--- config.mk ---
export PLATFORM = sky130hd
export DESIGN_NAME = motor_torque_limiter_stall_detect_core
export DESIGN_NICKNAME = d
export VERILOG_FILES = /design/src/rtl/core/mtlsd_pkg.sv /design/src/rtl/core/mtlsd_sequencer.sv /design/src/rtl/core/mtlsd_datapath.sv /design/src/rtl/core/motor_torque_limiter_stall_detect_core.sv
export SDC_FILE = /design/constraint.sdc
export NUM_CORES = 2
export LEC_CHECK = 0
export BUFFER_PORTS_ARGS = -buffer_cell sky130_fd_sc_hd__buf_2
export CAP_MARGIN = 10
export CORE_ASPECT_RATIO = 1.2
export CORE_MARGIN = 5
export CORE_UTILIZATION = 59
export CTS_CLUSTER_DIAMETER = 150
export DETAILED_ROUTE_END_ITERATION = 12
export PLACE_DENSITY = 0.86
export SLEW_MARGIN = 15
export SYNTH_ARGS = -nofsm -noshare
export SYNTH_HDL_FRONTEND = slang
export SYNTH_HIERARCHICAL = 1
export SYNTH_SLANG_ARGS = --single-unit
--- constraint.sdc ---
create_clock -name clk -period 9.1 [get_ports clk]
set_input_delay 0 -clock clk [delete_from_list [all_inputs] [get_ports clk]]
set_output_delay 0 -clock clk [all_outputs]
set_load 0.1 [all_outputs]
--- src/rtl/core/mtlsd_pkg.sv ---
// Shared types, constants and the microcode table for the torque limiter core.
// No dependencies; every other file in rtl/core imports this package.
`default_nettype none

package mtlsd_pkg;

  // Field widths fixed by the item and register formats
  localparam int EffortW  = 24;
  localparam int VelW     = 24;
  localparam int StepW    = 16;
  localparam int DriveW   = 21;
  localparam int LimitW   = 20;
  localparam int SlopeW   = 24;
  localparam int TimeW    = 24;
  localparam int IdW      = 8;
  localparam int EnW      = 3;
  localparam int CfgDataW = 24;
  localparam int CfgIdxW  = 3;
  localparam int MulW     = 24;
  localparam int PcW      = 4;

  // Register indexes
  localparam logic [CfgIdxW-1:0] REG_BASE_CEIL    = 3'd0;
  localparam logic [CfgIdxW-1:0] REG_FEATURE_EN   = 3'd1;
  localparam logic [CfgIdxW-1:0] REG_DERATE_SLOPE = 3'd2;
  localparam logic [CfgIdxW-1:0] REG_CURRENT_CAP  = 3'd3;
  localparam logic [CfgIdxW-1:0] REG_STALL_VEL    = 3'd4;
  localparam logic [CfgIdxW-1:0] REG_STALL_TIME   = 3'd5;
  localparam logic [CfgIdxW-1:0] REG_FAULT_ID     = 3'd6;

  // Bits of feature_enables
  localparam int EN_DERATE = 0;
  localparam int EN_CAP    = 1;
  localparam int EN_STALL  = 2;

  // Register reset values
  localparam logic [LimitW-1:0] RST_BASE_CEIL    = 20'd184320;
  localparam logic [EnW-1:0]    RST_FEATURE_EN   = 3'd0;
  localparam logic [SlopeW-1:0] RST_DERATE_SLOPE = 24'd24055;
  localparam logic [LimitW-1:0] RST_CURRENT_CAP  = 20'd8192;
  localparam logic [LimitW-1:0] RST_STALL_VEL    = 20'd41;
  localparam logic [TimeW-1:0]  RST_STALL_TIME   = 24'd500000;
  localparam logic [IdW-1:0]    RST_FAULT_ID     = 8'd0;

  typedef struct packed {
    logic signed [EffortW-1:0] raw_effort;
    logic signed [VelW-1:0]    measured_velocity;
    logic [StepW-1:0]          step_time;
  } in_item_t;

  typedef struct packed {
    logic signed [DriveW-1:0] drive_effort;
    logic [LimitW-1:0]        effort_limit;
    logic                     stall_fault;
    logic [IdW-1:0]           fault_code;
  } out_item_t;

  typedef struct packed {
    logic [LimitW-1:0] base_ceiling;
    logic [EnW-1:0]    feature_enables;
    logic [SlopeW-1:0] derate_slope;
    logic [LimitW-1:0] current_effort_cap;
    logic [LimitW-1:0] still_speed_max;
    logic [TimeW-1:0]  stall_time;
    logic [IdW-1:0]    fault_id;
  } cfg_t;

  // Datapath operations, one per microcode step
  typedef enum logic [3:0] {
    OP_NOP,
    OP_LOAD,
    OP_BASE,
    OP_MUL_SLOPE,
    OP_FACTOR,
    OP_MUL_LO,
    OP_MUL_HI,
    OP_ACC,
    OP_DERATE,
    OP_CAP,
    OP_CLAMP,
    OP_NEAR,
    OP_STALL,
    OP_EMIT
  } op_t;

  // Jump conditions
  typedef enum logic [2:0] {
    COND_NEVER,
    COND_WAIT_IN,
    COND_NO_DERATE,
    COND_NO_STALL,
    COND_OUT_BUSY
  } cond_t;

  typedef struct packed {
    op_t            op;
    cond_t          cond;
    logic [PcW-1:0] target;
    logic           last;
  } uword_t;

  // Status from datapath to sequencer
  typedef struct packed {
    logic in_valid;
    logic out_busy;
    logic derate_off;
    logic stall_skip;
  } dp_stat_t;

  // Program addresses
  localparam logic [PcW-1:0] PC_LOAD      = 4'd0;
  localparam logic [PcW-1:0] PC_BASE      = 4'd1;
  localparam logic [PcW-1:0] PC_MUL_SLOPE = 4'd2;
  localparam logic [PcW-1:0] PC_FACTOR    = 4'd3;
  localparam logic [PcW-1:0] PC_MUL_LO    = 4'd4;
  localparam logic [PcW-1:0] PC_MUL_HI    = 4'd5;
  localparam logic [PcW-1:0] PC_ACC       = 4'd6;
  localparam logic [PcW-1:0] PC_DERATE    = 4'd7;
  localparam logic [PcW-1:0] PC_CAP       = 4'd8;
  localparam logic [PcW-1:0] PC_CLAMP     = 4'd9;
  localparam logic [PcW-1:0] PC_NEAR      = 4'd10;
  localparam logic [PcW-1:0] PC_STALL     = 4'd11;
  localparam logic [PcW-1:0] PC_EMIT      = 4'd12;

  function automatic uword_t mk_uword(input op_t op, input cond_t cond,
                                      input logic [PcW-1:0] target, input logic last);
    uword_t w;
    w.op     = op;
    w.cond   = cond;
    w.target = target;
    w.last   = last;
    return w;
  endfunction

  // Control store: jump to target when the condition holds, else advance
  // (or wrap to the load step after the last word)
  function automatic uword_t ucode(input logic [PcW-1:0] pc);
    uword_t w;
    case (pc)
      PC_LOAD:      w = mk_uword(OP_LOAD,      COND_WAIT_IN,   PC_LOAD, 1'b0);
      PC_BASE:      w = mk_uword(OP_BASE,      COND_NO_DERATE, PC_CAP,  1'b0);
      PC_MUL_SLOPE: w = mk_uword(OP_MUL_SLOPE, COND_NEVER,     PC_LOAD, 1'b0);
      PC_FACTOR:    w = mk_uword(OP_FACTOR,    COND_NEVER,     PC_LOAD, 1'b0);
      PC_MUL_LO:    w = mk_uword(OP_MUL_LO,    COND_NEVER,     PC_LOAD, 1'b0);
      PC_MUL_HI:    w = mk_uword(OP_MUL_HI,    COND_NEVER,     PC_LOAD, 1'b0);
      PC_ACC:       w = mk_uword(OP_ACC,       COND_NEVER,     PC_LOAD, 1'b0);
      PC_DERATE:    w = mk_uword(OP_DERATE,    COND_NEVER,     PC_LOAD, 1'b0);
      PC_CAP:       w = mk_uword(OP_CAP,       COND_NEVER,     PC_LOAD, 1'b0);
      PC_CLAMP:     w = mk_uword(OP_CLAMP,     COND_NO_STALL,  PC_EMIT, 1'b0);
      PC_NEAR:      w = mk_uword(OP_NEAR,      COND_NEVER,     PC_LOAD, 1'b0);
      PC_STALL:     w = mk_uword(OP_STALL,     COND_NEVER,     PC_LOAD, 1'b0);
      PC_EMIT:      w = mk_uword(OP_EMIT,      COND_OUT_BUSY,  PC_EMIT, 1'b1);
      default:      w = mk_uword(OP_NOP,       COND_NEVER,     PC_LOAD, 1'b1);
    endcase
    return w;
  endfunction

endpackage

`default_nettype wire

--- src/rtl/core/mtlsd_sequencer.sv ---
// Microcode sequencer: step counter, control store lookup and conditional jumps.
// Depends on mtlsd_pkg (uword_t, dp_stat_t, ucode).
`default_nettype none

module mtlsd_sequencer
  import mtlsd_pkg::*;
(
  input  logic     clk,
  input  logic     rst_n,
  input  dp_stat_t stat,
  output uword_t   uw
);

  logic [PcW-1:0] pc_r, pc_nxt;
  logic           take_jump;

  // Fetch the current control word
  assign uw = ucode(pc_r);

  // Evaluate the jump condition
  always_comb begin
    case (uw.cond)
      COND_NEVER:     take_jump = 1'b0;
      COND_WAIT_IN:   take_jump = !stat.in_valid;
      COND_NO_DERATE: take_jump = stat.derate_off;
      COND_NO_STALL:  take_jump = stat.stall_skip;
      COND_OUT_BUSY:  take_jump = stat.out_busy;
      default:        take_jump = 1'b0;
    endcase
  end

  // Jump, wrap or advance
  always_comb begin
    if (take_jump) begin
      pc_nxt = uw.target;
    end else if (uw.last) begin
      pc_nxt = PC_LOAD;
    end else begin
      pc_nxt = pc_r + 1'b1;
    end
  end

  always_ff @(posedge clk) begin
    if (!rst_n) begin
      pc_r <= PC_LOAD;
    end else begin
      pc_r <= pc_nxt;
    end
  end

endmodule

`default_nettype wire

--- src/rtl/core/mtlsd_datapath.sv ---
// Datapath driven by the microcode: shared 24x24 multiplier, limit and clamp
// logic, stall timer state and the output register. Depends on mtlsd_pkg.
`default_nettype none

module mtlsd_datapath
  import mtlsd_pkg::*;
#(
  parameter int FRAC_BITS        = 12,
  parameter int STALL_TIMER_BITS = 25
) (
  input  logic      clk,
  input  logic      rst_n,
  input  uword_t    uw,
  input  cfg_t      cfg,
  input  logic      in_valid,
  input  in_item_t  in_item,
  input  logic      out_ready,
  output logic      out_valid,
  output out_item_t out_item,
  output dp_stat_t  stat
);

  localparam int ProdW   = 2 * MulW;
  localparam int OneSh   = FRAC_BITS + SlopeW;
  localparam int FactW   = OneSh + 1;
  localparam int AccW    = LimitW + FactW;
  localparam int HiW     = FactW - MulW;
  localparam int TimerW  = STALL_TIMER_BITS;
  localparam int CmpW    = (TimerW > TimeW) ? TimerW : TimeW;
  localparam logic [ProdW-1:0] One = ProdW'(1) << OneSh;

  // Item registers
  logic signed [EffortW-1:0] effort_r;
  logic [VelW-1:0]           speed_r;
  logic [StepW-1:0]          dt_r;
  // Arithmetic registers
  logic [ProdW-1:0]          prod_r;
  logic [FactW-1:0]          factor_r;
  logic [AccW-1:0]           acc_r;
  logic [LimitW-1:0]         limit_r;
  logic signed [DriveW-1:0]  drive_r;
  logic [DriveW-1:0]         mag_r;
  logic                      at_max_r, still_r;
  // Control registers
  logic                      fault_r;
  logic [TimerW-1:0]         elapsed_r;
  logic                      reported_r;
  logic                      out_valid_r;
  out_item_t                 out_item_r;

  logic [MulW-1:0]           mul_a, mul_b;
  logic [ProdW-1:0]          mul_p;
  logic [VelW-1:0]           speed_in;
  logic [FactW-1:0]          factor_nxt;
  logic [AccW-1:0]           acc_sum;
  logic [LimitW-1:0]         derated, capped;
  logic signed [EffortW:0]   eff_x, lim_x, clamp_x;
  logic [DriveW-1:0]         mag_nxt;
  logic                      at_max_nxt, still_nxt;
  logic [TimerW:0]           timer_sum;
  logic [TimerW-1:0]         elapsed_sat;
  logic                      time_reached;
  logic                      load_go, slot_free, emit_go;

  // Operand select for the shared multiplier
  always_comb begin
    mul_a = '0;
    mul_b = '0;
    case (uw.op)
      OP_MUL_SLOPE: begin
        mul_a = speed_r;
        mul_b = cfg.derate_slope;
      end
      OP_MUL_LO: begin
        mul_a = MulW'(cfg.base_ceiling);
        mul_b = factor_r[MulW-1:0];
      end
      OP_MUL_HI: begin
        mul_a = MulW'(cfg.base_ceiling);
        mul_b = MulW'(factor_r[FactW-1 -: HiW]);
      end
      default: begin
        mul_a = '0;
        mul_b = '0;
      end
    endcase
  end

  assign mul_p = mul_a * mul_b;

  // Speed magnitude of the incoming beat
  assign speed_in = in_item.measured_velocity[VelW-1] ?
                    VelW'(-in_item.measured_velocity) : VelW'(in_item.measured_velocity);

  // Derating factor, floored at zero
  assign factor_nxt = (prod_r >= One) ? '0 : FactW'(One - prod_r);
  assign acc_sum    = acc_r + (AccW'(prod_r) << MulW);
  assign derated    = acc_r[OneSh +: LimitW];

  // Current ceiling
  assign capped = (cfg.feature_enables[EN_CAP] && (cfg.current_effort_cap < limit_r)) ?
                  cfg.current_effort_cap : limit_r;

  // Clamp to plus or minus the ceiling
  always_comb begin
    eff_x = (EffortW+1)'(effort_r);
    lim_x = $signed({{(EffortW+1-LimitW){1'b0}}, limit_r});
    if (eff_x > lim_x) begin
      clamp_x = lim_x;
    end else if (eff_x < -lim_x) begin
      clamp_x = -lim_x;
    end else begin
      clamp_x = eff_x;
    end
    mag_nxt = clamp_x[EffortW] ? DriveW'(-clamp_x) : clamp_x[DriveW-1:0];
  end

  // Near-maximum (50 |drive| >= 49 limit) and no-motion tests
  assign at_max_nxt = (27'(mag_r) * 27'd50) >= (27'(limit_r) * 27'd49);
  assign still_nxt  = speed_r < VelW'(cfg.still_speed_max);

  // Saturating stall timer
  assign timer_sum    = {1'b0, elapsed_r} + (TimerW+1)'(dt_r);
  assign elapsed_sat  = timer_sum[TimerW] ? '1 : timer_sum[TimerW-1:0];
  assign time_reached = CmpW'(elapsed_sat) >= CmpW'(cfg.stall_time);

  assign load_go   = (uw.op == OP_LOAD) && in_valid;
  assign slot_free = !out_valid_r || out_ready;
  assign emit_go   = (uw.op == OP_EMIT) && slot_free;

  // Status for the sequencer
  assign stat.in_valid   = in_valid;
  assign stat.out_busy   = !slot_free;
  assign stat.derate_off = !cfg.feature_enables[EN_DERATE];
  assign stat.stall_skip = !cfg.feature_enables[EN_STALL] || (dt_r == '0);

  // Advance the arithmetic registers per control word
  always_ff @(posedge clk) begin
    if (load_go) begin
      effort_r <= in_item.raw_effort;
      speed_r  <= speed_in;
      dt_r     <= in_item.step_time;
    end
    case (uw.op)
      OP_BASE:      limit_r  <= cfg.base_ceiling;
      OP_MUL_SLOPE: prod_r   <= mul_p;
      OP_FACTOR:    factor_r <= factor_nxt;
      OP_MUL_LO:    prod_r   <= mul_p;
      OP_MUL_HI: begin
        prod_r <= mul_p;
        acc_r  <= AccW'(prod_r);
      end
      OP_ACC:       acc_r    <= acc_sum;
      OP_DERATE:    limit_r  <= derated;
      OP_CAP:       limit_r  <= capped;
      OP_CLAMP: begin
        drive_r <= clamp_x[DriveW-1:0];
        mag_r   <= mag_nxt;
      end
      OP_NEAR: begin
        at_max_r <= at_max_nxt;
        still_r  <= still_nxt;
      end
      default: begin
      end
    endcase
    if (emit_go) begin
      out_item_r.drive_effort <= drive_r;
      out_item_r.effort_limit <= limit_r;
      out_item_r.stall_fault  <= fault_r;
      out_item_r.fault_code   <= fault_r ? cfg.fault_id : '0;
    end
  end

  // Stall state, fault flag and output valid
  always_ff @(posedge clk) begin
    if (!rst_n) begin
      fault_r     <= 1'b0;
      elapsed_r   <= '0;
      reported_r  <= 1'b0;
      out_valid_r <= 1'b0;
    end else begin
      if (load_go) begin
        fault_r <= 1'b0;
      end
      if (uw.op == OP_STALL) begin
        if (at_max_r && still_r) begin
          elapsed_r <= elapsed_sat;
          if (time_reached && !reported_r) begin
            fault_r    <= 1'b1;
            reported_r <= 1'b1;
          end
        end else begin
          elapsed_r  <= '0;
          reported_r <= 1'b0;
        end
      end
      if (emit_go) begin
        out_valid_r <= 1'b1;
      end else if (out_ready) begin
        out_valid_r <= 1'b0;
      end
    end
  end

  assign out_valid = out_valid_r;
  assign out_item  = out_item_r;

endmodule

`default_nettype wire

--- src/rtl/core/motor_torque_limiter_stall_detect_core.sv ---
// Top level of the motor torque limiter with stall detection: configuration
// registers, microcode sequencer and datapath. Depends on mtlsd_pkg,
// mtlsd_sequencer and mtlsd_datapath.
//
//   Channel  Direction  Handshake                  Payload
//   in_      input      in_valid / in_ready        in_item  (in_item_t)
//   out_     output     out_valid / out_ready      out_item (out_item_t)
//   cfg_     input      cfg_we, no wait            cfg_index, cfg_wdata
//
// A beat runs load, base, derating, cap, clamp, near, stall and emit steps;
// derating is skipped with back-EMF derating off, near and stall when stall
// detection is skipped. The next beat is accepted once emit returns to the
// load step. Derating runs three products through one shared 24x24
// multiplier. Reset returns the step counter to the load step and clears the
// stall timer and output valid. A stalled output holds the sequencer at its
// last step; the finished result waits until the output register is free.
`default_nettype none

module motor_torque_limiter_stall_detect_core
  import mtlsd_pkg::*;
#(
  parameter int FRAC_BITS        = 12,
  parameter int STALL_TIMER_BITS = 25
) (
  input  logic                clk,
  input  logic                rst_n,
  input  logic                in_valid,
  output logic                in_ready,
  input  in_item_t            in_item,
  output logic                out_valid,
  input  logic                out_ready,
  output out_item_t           out_item,
  input  logic                cfg_we,
  input  logic [CfgIdxW-1:0]  cfg_index,
  input  logic [CfgDataW-1:0] cfg_wdata
);

  cfg_t     cfg_r;
  uword_t   uw;
  dp_stat_t stat;

  // Configuration registers
  always_ff @(posedge clk) begin
    if (!rst_n) begin
      cfg_r.base_ceiling       <= RST_BASE_CEIL;
      cfg_r.feature_enables    <= RST_FEATURE_EN;
      cfg_r.derate_slope       <= RST_DERATE_SLOPE;
      cfg_r.current_effort_cap <= RST_CURRENT_CAP;
      cfg_r.still_speed_max    <= RST_STALL_VEL;
      cfg_r.stall_time         <= RST_STALL_TIME;
      cfg_r.fault_id           <= RST_FAULT_ID;
    end else if (cfg_we) begin
      case (cfg_index)
        REG_BASE_CEIL:    cfg_r.base_ceiling       <= cfg_wdata[LimitW-1:0];
        REG_FEATURE_EN:   cfg_r.feature_enables    <= cfg_wdata[EnW-1:0];
        REG_DERATE_SLOPE: cfg_r.derate_slope       <= cfg_wdata[SlopeW-1:0];
        REG_CURRENT_CAP:  cfg_r.current_effort_cap <= cfg_wdata[LimitW-1:0];
        REG_STALL_VEL:    cfg_r.still_speed_max    <= cfg_wdata[LimitW-1:0];
        REG_STALL_TIME:   cfg_r.stall_time         <= cfg_wdata[TimeW-1:0];
        REG_FAULT_ID:     cfg_r.fault_id           <= cfg_wdata[IdW-1:0];
        default: begin
        end
      endcase
    end
  end

  mtlsd_sequencer u_seq (
    .clk   (clk),
    .rst_n (rst_n),
    .stat  (stat),
    .uw    (uw)
  );

  mtlsd_datapath #(
    .FRAC_BITS        (FRAC_BITS),
    .STALL_TIMER_BITS (STALL_TIMER_BITS)
  ) u_dp (
    .clk       (clk),
    .rst_n     (rst_n),
    .uw        (uw),
    .cfg       (cfg_r),
    .in_valid  (in_valid),
    .in_item   (in_item),
    .out_ready (out_ready),
    .out_valid (out_valid),
    .out_item  (out_item),
    .stat      (stat)
  );

  // Take a beat only at the load step
  assign in_ready = (uw.op == OP_LOAD);

  // One beat in flight: after an accept the sequencer leaves the load step
  a_one_in_flight: assert property (@(posedge clk) disable iff (!rst_n)
    in_valid && in_ready |=> !in_ready)
    else $error("input accepted on consecutive cycles");

  // The drive never exceeds the ceiling reported with it
  a_drive_in_limit: assert property (@(posedge clk) disable iff (!rst_n)
    out_valid |-> (out_item.drive_effort <= $signed({1'b0, out_item.effort_limit})) &&
                  (out_item.drive_effort >= -$signed({1'b0, out_item.effort_limit})))
    else $error("drive effort outside effort limit");

  // A fault carries the configured identifier, no fault carries zero
  a_fault_code: assert property (@(posedge clk) disable iff (!rst_n)
    out_valid |-> (out_item.stall_fault ? (out_item.fault_code == cfg_r.fault_id)
                                        : (out_item.fault_code == '0)))
    else $error("fault code does not match fault flag");

endmodule

`default_nettype wire
==> results.sh <==
export IMPL_wire_per_inst_um=24.3
export IMPL_drtIter0Drc=4359
export IMPL_vias_per_cell=6.21
export IMPL_clk_pin_slew_ns=0.08
export IMPL_syn_area_per_cell_um2=9.44
export IMPL_place_gp_congestion=1.08
export IMPL_n_fill_cell=5945
export IMPL_fin_crit_ns=8.79
export IMPL_dr_pass1_iters=8
export IMPL_peakVddDrop_mv=0.138
export IMPL_remaining_drc_errors=0
export IMPL_grt_pass1_vias=40300
export IMPL_rr_worst_depth=28
export IMPL_cpMostUsedCell="fa_1"
export IMPL_startpoint_type="flop"
export IMPL_synth_fp_nets=6113
export IMPL_antenna_found_initial=10
export IMPL_min_from="in_item[7]"
export IMPL_io_pins=148
export IMPL_r2r_slack_ns=0.31
export IMPL_dp_slack_ns=0.108
export IMPL_postPlaceCellArea_um2=49400
export IMPL_start_util=0.595
export IMPL_ys_warn_count=6
export IMPL_nets=6364
export IMPL_setup_tns_ns=0
export IMPL_setup_violations=0
export IMPL_outcome="completed"
export IMPL_power_per_cell_area_nw_per_um2=192
export IMPL_worstHoldEndpoint="u_dp/dt_r[7]$_DFFE_PP_"
export IMPL_drive_gt1_frac=0.0803
export IMPL_cp_end_kind="flop"
export IMPL_syn_cell_area_um2=47100
export IMPL_tightest_slew_ns=1.18
export IMPL_cp_slowest_cell="fa_1"
export IMPL_grt_max_degree=93
export IMPL_power_leakage_nw=24.6
export IMPL_stdcell_area_um2=52200
export IMPL_relSlewSlack=0.204
export IMPL_die_w_um=268
export IMPL_gr_usage_all_layers=0.352
export IMPL_cts_sinks=455
export IMPL_finalCritPeriodShare=0.966
export IMPL_cts_tree="done"
export IMPL_rsz0062_at_grt="false"
export IMPL_cts_buffers=44
export IMPL_worstSetupPathType="reg2reg"
export IMPL_cp_max_fo=32
export IMPL_coreArea_um2=79200
export IMPL_max_freq_mhz=114
export IMPL_holdPathStages=2
export IMPL_slowest_delay_ns=0.75
export IMPL_cts_htree_levels=2
export IMPL_finalMaxSlewViolations=0
export IMPL_rows=113
export IMPL_skew_ns=0.0270
export IMPL_maxCapViolations=0
export IMPL_cts_buffer_depth=3
export IMPL_detailed_place_hpwl_um=116000
export IMPL_hold_slack_ns=0.109
export IMPL_area_delta_synth_final_pct=10.7
export IMPL_port_buffers=147
export IMPL_via_count=39200
export IMPL_hold_path_class="in2reg"
export IMPL_postRouteAntennaNets=0
export IMPL_grt_overflow=0
export IMPL_rr_startpoint="u_seq/uw[9]$_DFF_P_"
export IMPL_die_y_um=320
export IMPL_dieArea_um2=85600
export IMPL_clock_root_buffer="clkbuf_16"
export IMPL_utilization=0.659
export IMPL_netlist_instances=4991
export IMPL_insertion_delay_ns=0.62
export IMPL_wirelength_um=153000
export IMPL_reg2reg_to="u_dp/prod_r[46]$_DFFE_PP_"
export IMPL_arrival_ns=9.13
export IMPL_layout_setup_ws_ns=0.311
export IMPL_hold_viol=0
export IMPL_worstPathRequired_ns=9.44
export IMPL_grt_pass1_wl_um=232000
[metal layers]
layer	GRT usage	up-vias	wire (um)
met3	0.0937	864	16400
met2	0.563	2634	70100
li1	-	17000	-
met5	0	-	0
met1	0.388	18800	49700
met4	0.298	0	17300
[per-stage QoR]
stage	total power, W	instances
floorplan	0.00621	4991
global placement	0.00771	6110
detailed placement	0.00787	6110
CTS	0.00981	6306
global route	0.0106	6314
finish	0.0100	6323
[worst max path at each step]
| stage | start | slack [ns] | to | cells after the start |
|---|---|---|---|---|
| final | u_seq/uw[9]$_DFF_P_ | 0.31 | u_dp/prod_r[46]$_DFFE_PP_ | 28 |
| after global routing | u_seq/uw[9]$_DFF_P_ | 0.07 | u_dp/prod_r[46]$_DFFE_PP_ | 31 |
| after CTS | u_seq/uw[10]$_DFF_P_ | 0.05 | u_dp/prod_r[45]$_DFFE_PP_ | 29 |
| after detailed placement | u_seq/uw[10]$_DFF_P_ | 0.11 | u_dp/prod_r[45]$_DFFE_PP_ | 29 |
| after global placement | u_seq/uw[10]$_DFF_P_ | 0.32 | u_dp/prod_r[45]$_DFFE_PP_ | 29 |
| after floorplan | u_seq/uw[9]$_DFF_P_ | 0.46 | u_dp/prod_r[45]$_DFFE_PP_ | 34 |
[layout by cell type, fill, tap and decap left out, types with 24 or more instances in the layout]
cell type,n
nand2b_1,36
o21ai_0,130
buf_2,146
a21oi_1,153
fa_1,515
edfxtp_1,294
buf_4,119
a22o_1,24
mux2i_1,125
xnor2_1,130
dlygate4sd3_1,115
nor4_1,32
dfxtp_1,160
nor2_1,418
nand4_1,27
nand2_1,606
a21o_1,63
xor2_1,80
ha_1,511
nand3_1,43
nor2b_1,93
a22oi_1,49
clkbuf_16,45
and2_1,37
o21a_1,31
nor3_1,48
inv_1,830
[state kept, by name, summed over array words and instances, names as in the netlist, 4 cells and up]
register	cells
u_dp/drive_r	21
u_dp/out_item	50
u_dp/speed_r	24
u_seq/pc_r	4
u_dp/effort_r	24
u_dp/acc_r	32
u_dp/factor_r	37
u_seq/uw	10
u_dp/dt_r	16
u_dp/elapsed_r	25
cfg_r	119
u_dp/mag_r	20
u_dp/limit_r	20
u_dp/prod_r	48
[power breakdown]
part | total [W] | leakage (nW) | internal (W) | switching (W)
sequential | 0.00287 | 4.04 | 0.00253 | 0.000336
combinational | 0.00528 | 19.9 | 0.00194 | 0.00334
clock | 0.00189 | 0.693 | 0.00103 | 0.000860
total | 0.0100 | 24.6 | 0.00551 | 0.00453
[area by class of cell]
cell class                      count  area (um^2)  area share
Sequential cell                   455        12100       0.231
Multi-Input combinational cell   3524        31300       0.601
Antenna cell                       11         27.5    0.000528
Clock inverter                     32          303     0.00580
Clock buffer                       49         1140      0.0219
Inverter                          830         3120      0.0597
Tap cell                         1035         1290      0.0248
Timing Repair Buffer              387         2900      0.0555
[worst max-delay path: cells and delay by family, from the launching register on]
kind | cells | cell delay, ns
AO/OA/AOI/OAI | 7 | 1.93
buffers and inverters | 8 | 1.02
AND/OR/NAND/NOR | 4 | 0.77
adder cells (fa/ha/maj) | 8 | 4.24
XOR/XNOR | 1 | 0.16
flip-flops | 1 | 0.38
[what timing repair did]
action | CTS | global route
hold buffers | 115 | 0
resized for setup | 0 | 22
setup endpoints to repair | 0 | 17
endpoints found under the hold margin | 181 | 0
buffers inserted | 0 | 4
Power figures use the tool's default switching activity.
